--- config.mk ---
export PLATFORM = sky130hd
export DESIGN_NAME = color_distance_alpha_estimator_unit_flat
export DESIGN_NICKNAME = d
export VERILOG_FILES = /design/src/sv/cdae_pkg.sv /design/src/sv/cdae_if.sv /design/src/sv/color_distance_alpha_estimator_unit.sv /design/src/flat_wrapper.sv
export SDC_FILE = /design/constraint.sdc
export NUM_CORES = 2
export LEC_CHECK = 0
export ABC_CLOCK_PERIOD_IN_PS = 8300
export CAP_MARGIN = 5
export CORE_UTILIZATION = 31
export DETAILED_ROUTE_END_ITERATION = 8
export DONT_BUFFER_PORTS = 1
export PLACE_DENSITY = 0.47
export SLEW_MARGIN = 5
export SYNTH_ARGS = -nofsm -noshare
export SYNTH_HDL_FRONTEND = slang
export SYNTH_SLANG_ARGS = --single-unit
--- constraint.sdc ---
create_clock -name clk_i -period 8.3 [get_ports clk_i]
set_input_delay 1.245 -clock clk_i [delete_from_list [all_inputs] [get_ports clk_i]]
set_output_delay 1.245 -clock clk_i [all_outputs]
set_load 0.1 [all_outputs]
--- src/sv/cdae_pkg.sv ---
// Shared types, constants and step functions for the color distance alpha estimator.
package cdae_pkg;

  localparam int unsigned CH_W   = 8;   // one color channel
  localparam int unsigned BAND_W = 7;   // band half width register
  localparam int unsigned IDX_W  = 3;   // configuration register index

  localparam logic [7:0] CD_FULL = 8'd255;
  localparam logic [7:0] CD_MID  = 8'd128;

  localparam logic [7:0]  FG_RST   = 8'd255;
  localparam logic [7:0]  BG_RST   = 8'd0;
  localparam logic [6:0]  BAND_RST = 7'd64;

  typedef enum logic [IDX_W-1:0] {
    CFG_FG_RED   = 3'd0,
    CFG_FG_GREEN = 3'd1,
    CFG_FG_BLUE  = 3'd2,
    CFG_BG_RED   = 3'd3,
    CFG_BG_GREEN = 3'd4,
    CFG_BG_BLUE  = 3'd5,
    CFG_BAND     = 3'd6
  } cfg_reg_e;

  // Digit-by-digit square root state: radicand bits still to consume (MSB first),
  // partial remainder and partial root.
  typedef struct packed {
    logic [17:0] rad;
    logic [9:0]  rem;
    logic [8:0]  root;
  } sqrt_t;

  // Restoring division state: partial remainder, shifted divisor, quotient so far.
  typedef struct packed {
    logic [16:0] rem;
    logic [16:0] den;
    logic [7:0]  quo;
  } div_t;

  function automatic sqrt_t sqrt_step(sqrt_t s);
    logic [11:0] acc;
    logic [11:0] trial;
    sqrt_t       r;
    acc   = {s.rem, s.rad[17:16]};
    trial = {1'b0, s.root, 2'b01};
    r.rad = {s.rad[15:0], 2'b00};
    if (acc >= trial) begin
      r.rem  = 10'(acc - trial);
      r.root = {s.root[7:0], 1'b1};
    end else begin
      r.rem  = acc[9:0];
      r.root = {s.root[7:0], 1'b0};
    end
    return r;
  endfunction

  function automatic div_t div_step(div_t s);
    div_t r;
    r.den = {1'b0, s.den[16:1]};
    if (s.rem >= s.den) begin
      r.rem = s.rem - s.den;
      r.quo = {s.quo[6:0], 1'b1};
    end else begin
      r.rem = s.rem;
      r.quo = {s.quo[6:0], 1'b0};
    end
    return r;
  endfunction

endpackage

--- src/sv/cdae_if.sv ---
// Handshake channel interfaces for pixels, results and configuration writes.
interface cdae_pix_if;
  logic       valid;
  logic       ready;
  logic [7:0] pix_red;
  logic [7:0] pix_green;
  logic [7:0] pix_blue;

  modport source (output valid, output pix_red, output pix_green, output pix_blue,
                  input ready);
  modport sink   (input valid, input pix_red, input pix_green, input pix_blue,
                  output ready);
endinterface

interface cdae_res_if;
  logic       valid;
  logic       ready;
  logic [7:0] alpha;
  logic       in_band;

  modport source (output valid, output alpha, output in_band, input ready);
  modport sink   (input valid, input alpha, input in_band, output ready);
endinterface

interface cdae_cfg_if;
  logic       valid;
  logic       ready;
  logic [2:0] index;
  logic [7:0] data;

  modport source (output valid, output index, output data, input ready);
  modport sink   (input valid, input index, input data, output ready);
endinterface

--- src/sv/color_distance_alpha_estimator_unit.sv ---
// Pipelined color distance alpha estimator: one pixel in, one alpha result out.
//
// The unit accepts one pixel per cycle while the result side is not stalled, and
// returns one result per pixel, in order. Most of its stages belong to the floor
// square roots (three stages of three digit steps each) and to the two 8-bit restoring
// dividers (four stages of two quotient bits each); every stage holds
// its own valid bit and a stage advances whenever it is empty or its successor advances,
// so bubbles collapse and a stall on the result side backs up without loss. Registers
// are written through the configuration channel (index 0..6: foreground red, green,
// blue, background red, green, blue, band half width); writes to index 7 are dropped,
// a band half width of zero acts as one, and configuration is to be changed only while
// no pixel is in flight.
module color_distance_alpha_estimator_unit (
  input  logic        clk_i,
  input  logic        rst_ni,
  cdae_pix_if.sink    pix_i,
  cdae_res_if.source  res_o,
  cdae_cfg_if.sink    cfg_i
);

  // Stage map
  localparam int unsigned ST_SQ    = 0;   // channel differences squared
  localparam int unsigned ST_SUM   = 1;   // squared distances summed; stages 2..4: roots
  localparam int unsigned SQRT_N   = 3;
  localparam int unsigned ST_DIV1  = 5;   // stage 5 setup, 6..9 raw ratio division
  localparam int unsigned ST_MAP   = 10;  // stage 10 band mapping, 11..14 ramp division
  localparam int unsigned DIV_N    = 4;
  localparam int unsigned NUM_ST   = 15;

  // ---------------------------------------------------------------------------
  // Configuration registers
  // ---------------------------------------------------------------------------
  logic [7:0] fg_red_q, fg_green_q, fg_blue_q;
  logic [7:0] bg_red_q, bg_green_q, bg_blue_q;
  logic [6:0] band_q;

  assign cfg_i.ready = 1'b1;

  always_ff @(posedge clk_i or negedge rst_ni) begin
    if (!rst_ni) begin
      fg_red_q   <= cdae_pkg::FG_RST;
      fg_green_q <= cdae_pkg::FG_RST;
      fg_blue_q  <= cdae_pkg::FG_RST;
      bg_red_q   <= cdae_pkg::BG_RST;
      bg_green_q <= cdae_pkg::BG_RST;
      bg_blue_q  <= cdae_pkg::BG_RST;
      band_q     <= cdae_pkg::BAND_RST;
    end else if (cfg_i.valid) begin
      unique case (cfg_i.index)
        cdae_pkg::CFG_FG_RED:   fg_red_q   <= cfg_i.data;
        cdae_pkg::CFG_FG_GREEN: fg_green_q <= cfg_i.data;
        cdae_pkg::CFG_FG_BLUE:  fg_blue_q  <= cfg_i.data;
        cdae_pkg::CFG_BG_RED:   bg_red_q   <= cfg_i.data;
        cdae_pkg::CFG_BG_GREEN: bg_green_q <= cfg_i.data;
        cdae_pkg::CFG_BG_BLUE:  bg_blue_q  <= cfg_i.data;
        cdae_pkg::CFG_BAND:     band_q     <= cfg_i.data[6:0];
        default: ;  // index beyond the register list: drop the write
      endcase
    end
  end

  // ---------------------------------------------------------------------------
  // Pipeline control: each stage advances when empty or when its successor advances
  // ---------------------------------------------------------------------------
  logic [NUM_ST-1:0] valid_q;
  logic [NUM_ST:0]   adv;

  always_comb begin
    adv[NUM_ST] = res_o.ready;
    for (int k = NUM_ST - 1; k >= 0; k--) begin
      adv[k] = !valid_q[k] || adv[k+1];
    end
  end

  assign pix_i.ready = adv[0];

  always_ff @(posedge clk_i or negedge rst_ni) begin
    if (!rst_ni) begin
      valid_q <= '0;
    end else begin
      for (int k = 0; k < NUM_ST; k++) begin
        if (adv[k]) begin
          valid_q[k] <= (k == 0) ? pix_i.valid : valid_q[(k == 0) ? 0 : k - 1];
        end
      end
    end
  end

  // ---------------------------------------------------------------------------
  // Stage 0: absolute channel differences squared
  // ---------------------------------------------------------------------------
  logic [7:0]  pix_ch [3];
  logic [7:0]  fg_ch  [3];
  logic [7:0]  bg_ch  [3];
  logic [15:0] sq_fg_d [3];
  logic [15:0] sq_bg_d [3];
  logic [15:0] sq_fg_q [3];
  logic [15:0] sq_bg_q [3];

  assign pix_ch = '{pix_i.pix_red, pix_i.pix_green, pix_i.pix_blue};
  assign fg_ch  = '{fg_red_q, fg_green_q, fg_blue_q};
  assign bg_ch  = '{bg_red_q, bg_green_q, bg_blue_q};

  always_comb begin
    logic [7:0] dif_fg;
    logic [7:0] dif_bg;
    for (int c = 0; c < 3; c++) begin
      dif_fg = (pix_ch[c] > fg_ch[c]) ? pix_ch[c] - fg_ch[c] : fg_ch[c] - pix_ch[c];
      dif_bg = (pix_ch[c] > bg_ch[c]) ? pix_ch[c] - bg_ch[c] : bg_ch[c] - pix_ch[c];
      sq_fg_d[c] = 16'(dif_fg) * 16'(dif_fg);
      sq_bg_d[c] = 16'(dif_bg) * 16'(dif_bg);
    end
  end

  always_ff @(posedge clk_i) begin
    if (adv[ST_SQ]) begin
      sq_fg_q <= sq_fg_d;
      sq_bg_q <= sq_bg_d;
    end
  end

  // ---------------------------------------------------------------------------
  // Stage 1: sum of squares seeds the root; stages 2..4: three root digits each
  // ---------------------------------------------------------------------------
  cdae_pkg::sqrt_t sqt_fg_q [SQRT_N+1];
  cdae_pkg::sqrt_t sqt_bg_q [SQRT_N+1];
  cdae_pkg::sqrt_t sqt_fg_d [SQRT_N+1];
  cdae_pkg::sqrt_t sqt_bg_d [SQRT_N+1];

  always_comb begin
    sqt_fg_d[0].rad  = 18'(sq_fg_q[0]) + 18'(sq_fg_q[1]) + 18'(sq_fg_q[2]);
    sqt_fg_d[0].rem  = '0;
    sqt_fg_d[0].root = '0;
    sqt_bg_d[0].rad  = 18'(sq_bg_q[0]) + 18'(sq_bg_q[1]) + 18'(sq_bg_q[2]);
    sqt_bg_d[0].rem  = '0;
    sqt_bg_d[0].root = '0;
    for (int j = 1; j <= SQRT_N; j++) begin
      sqt_fg_d[j] = sqt_fg_q[j-1];
      sqt_bg_d[j] = sqt_bg_q[j-1];
      for (int s = 0; s < 3; s++) begin
        sqt_fg_d[j] = cdae_pkg::sqrt_step(sqt_fg_d[j]);
        sqt_bg_d[j] = cdae_pkg::sqrt_step(sqt_bg_d[j]);
      end
    end
  end

  always_ff @(posedge clk_i) begin
    for (int j = 0; j <= SQRT_N; j++) begin
      if (adv[ST_SUM+j]) begin
        sqt_fg_q[j] <= sqt_fg_d[j];
        sqt_bg_q[j] <= sqt_bg_d[j];
      end
    end
  end

  // ---------------------------------------------------------------------------
  // Stage 5: set up raw = 255*dbg / (dfg+dbg); stages 6..9: two quotient bits each
  // ---------------------------------------------------------------------------
  cdae_pkg::div_t div1_q [DIV_N+1];
  cdae_pkg::div_t div1_d [DIV_N+1];

  always_comb begin
    logic [8:0] dist_fg;
    logic [8:0] dist_bg;
    logic [9:0] dist_sum;
    dist_fg  = sqt_fg_q[SQRT_N].root;
    dist_bg  = sqt_bg_q[SQRT_N].root;
    dist_sum = 10'(dist_fg) + 10'(dist_bg);
    div1_d[0].quo = '0;
    if (dist_sum == '0) begin
      // Pixel, foreground and background coincide: divide 128 by 1 for the midpoint
      div1_d[0].rem = 17'(cdae_pkg::CD_MID);
      div1_d[0].den = 17'(cdae_pkg::CD_MID);
    end else begin
      div1_d[0].rem = {dist_bg, 8'h00} - 17'(dist_bg);
      div1_d[0].den = {dist_sum, 7'h00};
    end
    for (int j = 1; j <= DIV_N; j++) begin
      div1_d[j] = cdae_pkg::div_step(cdae_pkg::div_step(div1_q[j-1]));
    end
  end

  always_ff @(posedge clk_i) begin
    for (int j = 0; j <= DIV_N; j++) begin
      if (adv[ST_DIV1+j]) begin
        div1_q[j] <= div1_d[j];
      end
    end
  end

  // ---------------------------------------------------------------------------
  // Stage 10: place raw against the band; stages 11..14: ramp division.
  // Saturated results run through the divider as 0/1 or 255/1.
  // ---------------------------------------------------------------------------
  cdae_pkg::div_t    div2_q [DIV_N+1];
  cdae_pkg::div_t    div2_d [DIV_N+1];
  logic [DIV_N:0]    flag_q;
  logic              flag_d;

  always_comb begin
    logic [7:0] raw;
    logic [6:0] band;
    logic [8:0] raw_pb;
    logic [7:0] ramp;
    raw    = div1_q[DIV_N].quo;
    band   = (band_q == '0) ? 7'd1 : band_q;
    raw_pb = 9'(raw) + 9'(band);
    ramp   = 8'(raw_pb - 9'(cdae_pkg::CD_MID));
    div2_d[0].quo = '0;
    if (raw_pb < 9'(cdae_pkg::CD_MID)) begin
      div2_d[0].rem = '0;
      div2_d[0].den = 17'(cdae_pkg::CD_MID);
      flag_d        = 1'b0;
    end else if (9'(raw) > 9'(cdae_pkg::CD_MID) + 9'(band)) begin
      div2_d[0].rem = 17'(cdae_pkg::CD_FULL);
      div2_d[0].den = 17'(cdae_pkg::CD_MID);
      flag_d        = 1'b0;
    end else begin
      div2_d[0].rem = 17'({ramp, 8'h00} - 16'(ramp));
      div2_d[0].den = 17'({band, 1'b0, 7'h00});
      flag_d        = 1'b1;
    end
    for (int j = 1; j <= DIV_N; j++) begin
      div2_d[j] = cdae_pkg::div_step(cdae_pkg::div_step(div2_q[j-1]));
    end
  end

  always_ff @(posedge clk_i) begin
    for (int j = 0; j <= DIV_N; j++) begin
      if (adv[ST_MAP+j]) begin
        div2_q[j] <= div2_d[j];
        flag_q[j] <= (j == 0) ? flag_d : flag_q[(j == 0) ? 0 : j - 1];
      end
    end
  end

  // ---------------------------------------------------------------------------
  // Result
  // ---------------------------------------------------------------------------
  assign res_o.valid   = valid_q[NUM_ST-1];
  assign res_o.alpha   = div2_q[DIV_N].quo;
  assign res_o.in_band = flag_q[DIV_N];

  // ---------------------------------------------------------------------------
  // Assertions
  // ---------------------------------------------------------------------------
  // Out-of-band pixels saturate to fully background or fully foreground.
  a_sat_outside_band: assert property (@(posedge clk_i) disable iff (!rst_ni)
    res_o.valid && !res_o.in_band |-> res_o.alpha == 8'd0 || res_o.alpha == 8'd255)
    else $error("out-of-band result is not saturated");

  // An empty result stage frees the whole pipeline.
  a_ready_when_drained: assert property (@(posedge clk_i) disable iff (!rst_ni)
    !valid_q[NUM_ST-1] |-> pix_i.ready)
    else $error("input blocked with an empty result stage");

  // A held item in the square root seed stage is not lost.
  a_hold_keeps_item: assert property (@(posedge clk_i) disable iff (!rst_ni)
    valid_q[ST_SUM] && !adv[ST_SUM] |=> valid_q[ST_SUM])
    else $error("stalled pipeline stage dropped its item");

  // The ramp divisor is never zero for an in-band pixel.
  a_ramp_divisor: assert property (@(posedge clk_i) disable iff (!rst_ni)
    valid_q[ST_MAP] && flag_q[0] |-> div2_q[0].den != '0)
    else $error("zero ramp divisor");

endmodule

--- src/flat_wrapper.sv ---
// flat-port wrapper written by rule: the top's interface ports become plain ports
module color_distance_alpha_estimator_unit_flat 
  (clk_i, rst_ni, pix_i_valid, pix_i_pix_red, pix_i_pix_green, pix_i_pix_blue, pix_i_ready, res_o_valid, res_o_alpha, res_o_in_band, res_o_ready, cfg_i_valid, cfg_i_index, cfg_i_data, cfg_i_ready);
  cdae_pix_if pix_i_i ();
  cdae_res_if res_o_i ();
  cdae_cfg_if cfg_i_i ();
  input  logic clk_i;
  input  logic rst_ni;
  input wire logic [$bits(pix_i_i.valid)-1:0] pix_i_valid;
  input wire logic [$bits(pix_i_i.pix_red)-1:0] pix_i_pix_red;
  input wire logic [$bits(pix_i_i.pix_green)-1:0] pix_i_pix_green;
  input wire logic [$bits(pix_i_i.pix_blue)-1:0] pix_i_pix_blue;
  output wire logic [$bits(pix_i_i.ready)-1:0] pix_i_ready;
  output wire logic [$bits(res_o_i.valid)-1:0] res_o_valid;
  output wire logic [$bits(res_o_i.alpha)-1:0] res_o_alpha;
  output wire logic [$bits(res_o_i.in_band)-1:0] res_o_in_band;
  input wire logic [$bits(res_o_i.ready)-1:0] res_o_ready;
  input wire logic [$bits(cfg_i_i.valid)-1:0] cfg_i_valid;
  input wire logic [$bits(cfg_i_i.index)-1:0] cfg_i_index;
  input wire logic [$bits(cfg_i_i.data)-1:0] cfg_i_data;
  output wire logic [$bits(cfg_i_i.ready)-1:0] cfg_i_ready;
  assign pix_i_i.valid = pix_i_valid;
  assign pix_i_i.pix_red = pix_i_pix_red;
  assign pix_i_i.pix_green = pix_i_pix_green;
  assign pix_i_i.pix_blue = pix_i_pix_blue;
  assign pix_i_ready = pix_i_i.ready;
  assign res_o_valid = res_o_i.valid;
  assign res_o_alpha = res_o_i.alpha;
  assign res_o_in_band = res_o_i.in_band;
  assign res_o_i.ready = res_o_ready;
  assign cfg_i_i.valid = cfg_i_valid;
  assign cfg_i_i.index = cfg_i_index;
  assign cfg_i_i.data = cfg_i_data;
  assign cfg_i_ready = cfg_i_i.ready;
  color_distance_alpha_estimator_unit u_core (.clk_i(clk_i), .rst_ni(rst_ni), .pix_i(pix_i_i), .res_o(res_o_i), .cfg_i(cfg_i_i));
endmodule
# Yosys cells after proc, flatten, opt, wreduce, memory -nomap -nowiden
# Memories as Yosys holds them, arrays and structs flattened.
# Cells that the tools add are included.
# totals
register_bits	171
mem_bits_rw	716
input_bits	40
output_inout_bits	12
word_cells	276
memories	4
# classes
n_addsub	56
mul	6
order_cmp	42
eq_ne	6
mux	89
reduce_logical	40
# memory_table
memory	depth	width	read_ports	rd_clocked_by_memory_dff	write_ports	line_no	rtl
u_core.div1_q	5	42	5	0	5	color_distance_alpha_estimator_unit.sv:159	cdae_pkg::div_t div1_q [DIV_N+1];
u_core.div2_q	5	42	5	0	5	color_distance_alpha_estimator_unit.sv:195	cdae_pkg::div_t div2_q [DIV_N+1];
u_core.sqt_bg_q	4	37	4	0	4	color_distance_alpha_estimator_unit.sv:126	cdae_pkg::sqrt_t sqt_bg_q [SQRT_N+1];
u_core.sqt_fg_q	4	37	4	0	4	color_distance_alpha_estimator_unit.sv:125	cdae_pkg::sqrt_t sqt_fg_q [SQRT_N+1];
# op_table
operator	count
19-bit 2-to-1 mux	18
17-bit 2-to-1 mux	16
12-bit by 11-bit greater-or-equal comparator with 1-bit output	18
10-bit subtractor	18
17-bit by 16-bit greater-or-equal comparator with 1-bit output	8
17-bit greater-or-equal comparator	8
17-bit by 16-bit subtractor with 17-bit output	8
17-bit subtractor	8
34-bit 2-to-1 mux	3
8-bit by 8-bit multiplier with 16-bit output	6
8-bit subtractor	12
8-bit > comparator	6
8-bit 2-to-1 mux	6
1-bit 2-to-1 mux	45
18-bit by 16-bit adder with 18-bit output	2
16-bit by 16-bit adder with 17-bit output	2
16-bit by 8-bit subtractor with 17-bit output	1
17-bit by 9-bit subtractor with 17-bit output	1
1-bit zero test	15
1-bit logical OR	15
2-bit AND reduction	7
9-bit by 9-bit adder with 10-bit output	1
10-bit zero test	1
8-bit by 7-bit adder with 9-bit output	1
other kinds (10)	13

# Depth between registers and ports, before layout
# logic_depth
ltp_word	17
depth_mapped	36
depth_no_buf	35

# Worst setup path before layout
# OpenSTA, ideal clock, no wires.
# synth_timing
kind	input to register
startpoint	input port res_o_ready
endpoint	register u_core.sq_bg_q[0] (netlist name) (enable)
setup_ns	1.628
arrival_ns	7.143
path_slack_ns	-0.472
stages	8
cell_sequence	nor2b_1 -> nand2_1 -> nor2_1 -> and2_1 -> and3_1 -> nand2_1 -> nor2_1 -> nand4_1
# synth_via
elab_chain_len	15
# synth_rtl
element	line_no	rtl
from (decl)	flat_wrapper.sv:17	input wire logic [$bits(res_o_i.ready)-1:0] res_o_ready;
1-bit logical OR (2 in a row)	color_distance_alpha_estimator_unit.sv:71	adv[k] = !valid_q[k] || adv[k+1];
named net u_core.adv[13]	color_distance_alpha_estimator_unit.sv:66	logic [NUM_ST:0] adv;
1-bit logical OR (7 in a row)	color_distance_alpha_estimator_unit.sv:71	
named net u_core.adv[6]	color_distance_alpha_estimator_unit.sv:66	
1-bit logical OR (6 in a row)	color_distance_alpha_estimator_unit.sv:71	
named net pix_i_ready	flat_wrapper.sv:13	output wire logic [$bits(pix_i_i.ready)-1:0] pix_i_ready;
to (signal assigned)	color_distance_alpha_estimator_unit.sv:118	sq_bg_q <= sq_bg_d;
to (decl)	color_distance_alpha_estimator_unit.sv:98	logic [15:0] sq_bg_q [3];
# The timed path passes the listed nets, and every way through them passes these cells.
# A chain may end at the register's enable or synchronous reset.

==> flow_metrics.py <==
metrics = {
    "outcome": {
        "violations": "design-rule violations",
        "outcome": "finished with violations",
    },
    "global_routing": {
        "grt_start_max_net_pins": 71,
        "grt_first_pass_wirelength_mm": 173,
        "grt.overflow.total": 0,
        "antenna_found_initial": 1,
        "grt_pass1_vias": 33500,
        "grtUsageTotal_pct": 13.5,
    },
    "layout": {
        "finalInstanceArea_mm2": 0.0535,
        "syn_to_final_growth_pct": 10.8,
        "drive_above_1_share_pct": 8.14,
        "fin_nets": 5801,
        "utilization_pct": 34.6,
        "antenna_cells": 0,
    },
    "yosys": {
        "yosysWarnings": 0,
        "synth_area_leaders": "edfxtp_1, ha_1, fa_1",
        "synth-xor-area-share_pct": 7.07,
        "yosys.cell_types.count": 104,
        "synth_top_family_by_area": "adder cells",
        "async_reset_ff_share_pct": 12.5,
        "synth_most_common_cell": "inv_1",
        "synth_enable_flop_cells": 491,
        "synth_common_cells": "inv_1, ha_1, edfxtp_1, nor2_1, a21oi_1",
        "syn_inst": 4912,
        "synthMuxAreaShare_pct": 3.66,
        "yosys.area.top_type_share_pct": 30.5,
        "ys_seq_area_share_pct": 34.2,
        "synth_ff_type": "edfxtp_1",
        "syn_area_mm2": 0.0483,
        "yosysTopAreaCell": "edfxtp_1",
        "ys_ff_latch": 561,
        "synthAdderAreaFrac_pct": 23.0,
        "synth_simple_gate_area_share_pct": 12.9,
        "synth_compound_area_share_pct": 12.9,
        "post_synth.cell_area_avg_um2": 9.83,
    },
    "sta": {
        "hold_viol": 0,
        "finalSetupViolCount": 0,
        "fmax_mhz": 129,
        "min_period_ns": 7.73,
        "period_share_pct": 93.1,
        "fin_skew_ns": 0.0428,
        "worst_slew_pin_slew_ns": 1.22,
        "rsz0062_at_grt": "no",
        "relSlewSlack_pct": 18.4,
        "drv_slew": 0,
    },
    "critical_path": {
        "r2r_slack_ns": 0.82,
        "cp.required_ns": 8.71,
        "cpPeakStageDelay_ns": 0.54,
        "crit_fanout": 6,
        "setup.worst_path.end_class": "flip-flop",
        "reg2reg_depth": 29,
        "cp_slowest_cell": "fa_1",
        "r2r-start": "u_core.bg_blue_q[0]$_DFFE_PN0P_",
        "r2r-end": "u_core.sq_bg_q[14]$_DFFE_PP_",
        "crit_type": "in2reg",
        "start_kind": "input port",
        "cp_data_arrival_time_ns": 8.14,
    },
    "placed_design": {
        "post_dp_cell_area_mm2": 0.0510,
        "place_congestion": 0.837,
        "dp_hpwl_mm": 86.4,
        "io_buffers": 0,
    },
    "clock_network": {
        "insertion_delay_ns": 0.67,
        "cts_setup_buffers": 0,
        "path_clk_slew_ns": 0.06,
        "cts_hold_buf": 0,
        "htree_levels": 3,
        "root_buffer": "clkbuf_16",
        "tritoncts": "yes",
        "cts_max_path_buffers": 3,
        "cts_made_buffers": 74,
        "cts_resized": 0,
        "clock-sinks": 561,
    },
    "route": {
        "firstDrtPassIters": 7,
        "routedWlPerCell_um": 15.0,
        "vias": 33400,
        "wl_mm": 106,
        "antenna_left": 0,
        "vias_per_cell": 4.71,
        "drc": 2,
        "drt_iter0_markers": 1409,
    },
    "floorplan": {
        "io_pins": 52,
        "dieArea_mm2": 0.157,
        "initial_core_util_pct": 31.3,
        "coreArea_mm2": 0.154,
        "rows": 144,
        "die_y_um": 397,
        "die_x_um": 397,
    },
    "min_path": {
        "hold_class": "in2async",
    },
    "flow_run": {
        "cap_violations": 0,
    },
}
## area by class of cell
class | count | area [um^2]
Sequential cell | 561 | 16500
Fill cell | 15600 | 101000
Inverter | 688 | 2580
Multi-Input combinational cell | 3577 | 28800
Tap cell | 2044 | 2560
Clock inverter | 44 | 454
Timing Repair Buffer | 76 | 571
Clock buffer | 91 | 1990
## flip-flops by register name, summed over array words and instances (netlist names)
name and count:
u_core.band_q 7, u_core.bg_blue_q 8, u_core.bg_green_q 8, u_core.bg_red_q 8, u_core.div1_q 128, u_core.div2_q 120
u_core.fg_blue_q 8, u_core.fg_green_q 8, u_core.fg_red_q 8, u_core.flag_q 5, u_core.sq_bg_q 45, u_core.sq_fg_q 45
u_core.sqt_bg_q 74, u_core.sqt_fg_q 74, u_core.valid_q 15
## worst max-delay path: cells and delay by family
| kind | cells | cell delay [ns] |
|---|---|---|
| AO/OA/AOI/OAI | 10 | 1.96 |
| XOR/XNOR | 2 | 0.42 |
| adder cells (fa/ha/maj) | 7 | 2.96 |
| buffers and inverters | 6 | 0.48 |
| multiplexers | 1 | 0.27 |
| AND/OR/NAND/NOR | 4 | 0.82 |
## layout by cell type, fill, tap and decap left out, types with 27 or more instances in the layout
cell type,count
a21boi_0,27
a21o_1,107
a21oi_1,304
a31oi_1,27
and3_1,32
buf_4,76
clkbuf_16,77
dfrtp_1,45
edfxtp_1,491
fa_1,178
ha_1,605
inv_1,685
mux2_2,101
mux2i_1,59
nand2_1,237
nand2b_1,82
nand3_1,56
nand4_1,53
nor2_1,443
nor2b_1,91
nor3_1,86
o21a_1,36
o21ai_0,242
o21bai_1,57
or2_2,42
xnor2_1,271
xor2_1,116
## logic make-up (layout without fill, tap and decap cells)
group / count (synthesis) / in the layout
simple gates: 1260 / 1260
compound gates: 978 / 978
fa+ha+maj: 783 / 783
buf+inv: 776 / 899
flops: 561 / 561
xor+xnor: 389 / 389
mux: 163 / 163
other cells: 2 / 4
## metrics by stage
stage / setup TNS (ns) / worst slack (ns) / std cells / hold slack (ns)
floorplan: 0 / 0.125 / 4914 / 0.400
global placement: -0.0681 / -0.0681 / 6946 / 0.401
CTS: 0 / 0.502 / 7081 / 0.186
global route: 0 / 0.0951 / 7081 / 0.209
finish: 0 / 0.571 / 7081 / 0.276
detailed placement: -0.287 / -0.225 / 6946 / 0.405
## per-layer routing
| metal | track usage, % | part of all wire (%) |
|---|---|---|
| met3 | 2.64 | 3.9 |
| met1 | 17.3 | 47 |
| met2 | 23.1 | 47 |
| met4 | 3.57 | 2.0 |
| met5 | 0 | 0.011 |
## worst max path at each step
stage / from / end / slack, ns / cells after the start
after global placement: pix_i_pix_blue[0] / u_core.sq_bg_q[14]$_DFFE_PP_ / -0.07 / 30
after global routing: pix_i_pix_blue[0] / u_core.sq_bg_q[14]$_DFFE_PP_ / 0.1 / 30
after detailed placement: pix_i_pix_blue[0] / u_core.sq_bg_q[14]$_DFFE_PP_ / -0.23 / 30
final: pix_i_pix_blue[0] / u_core.sq_bg_q[14]$_DFFE_PP_ / 0.57 / 30
after floorplan: res_o_ready / u_core.sq_bg_q[0]$_DFFE_PP_ / 0.13 / 8
after CTS: pix_i_pix_blue[0] / u_core.sq_bg_q[14]$_DFFE_PP_ / 0.50 / 30
Power is left out: the tool's default activity adds up to more than one toggle a clock period on the data nets, which glitch-free logic cannot reach.
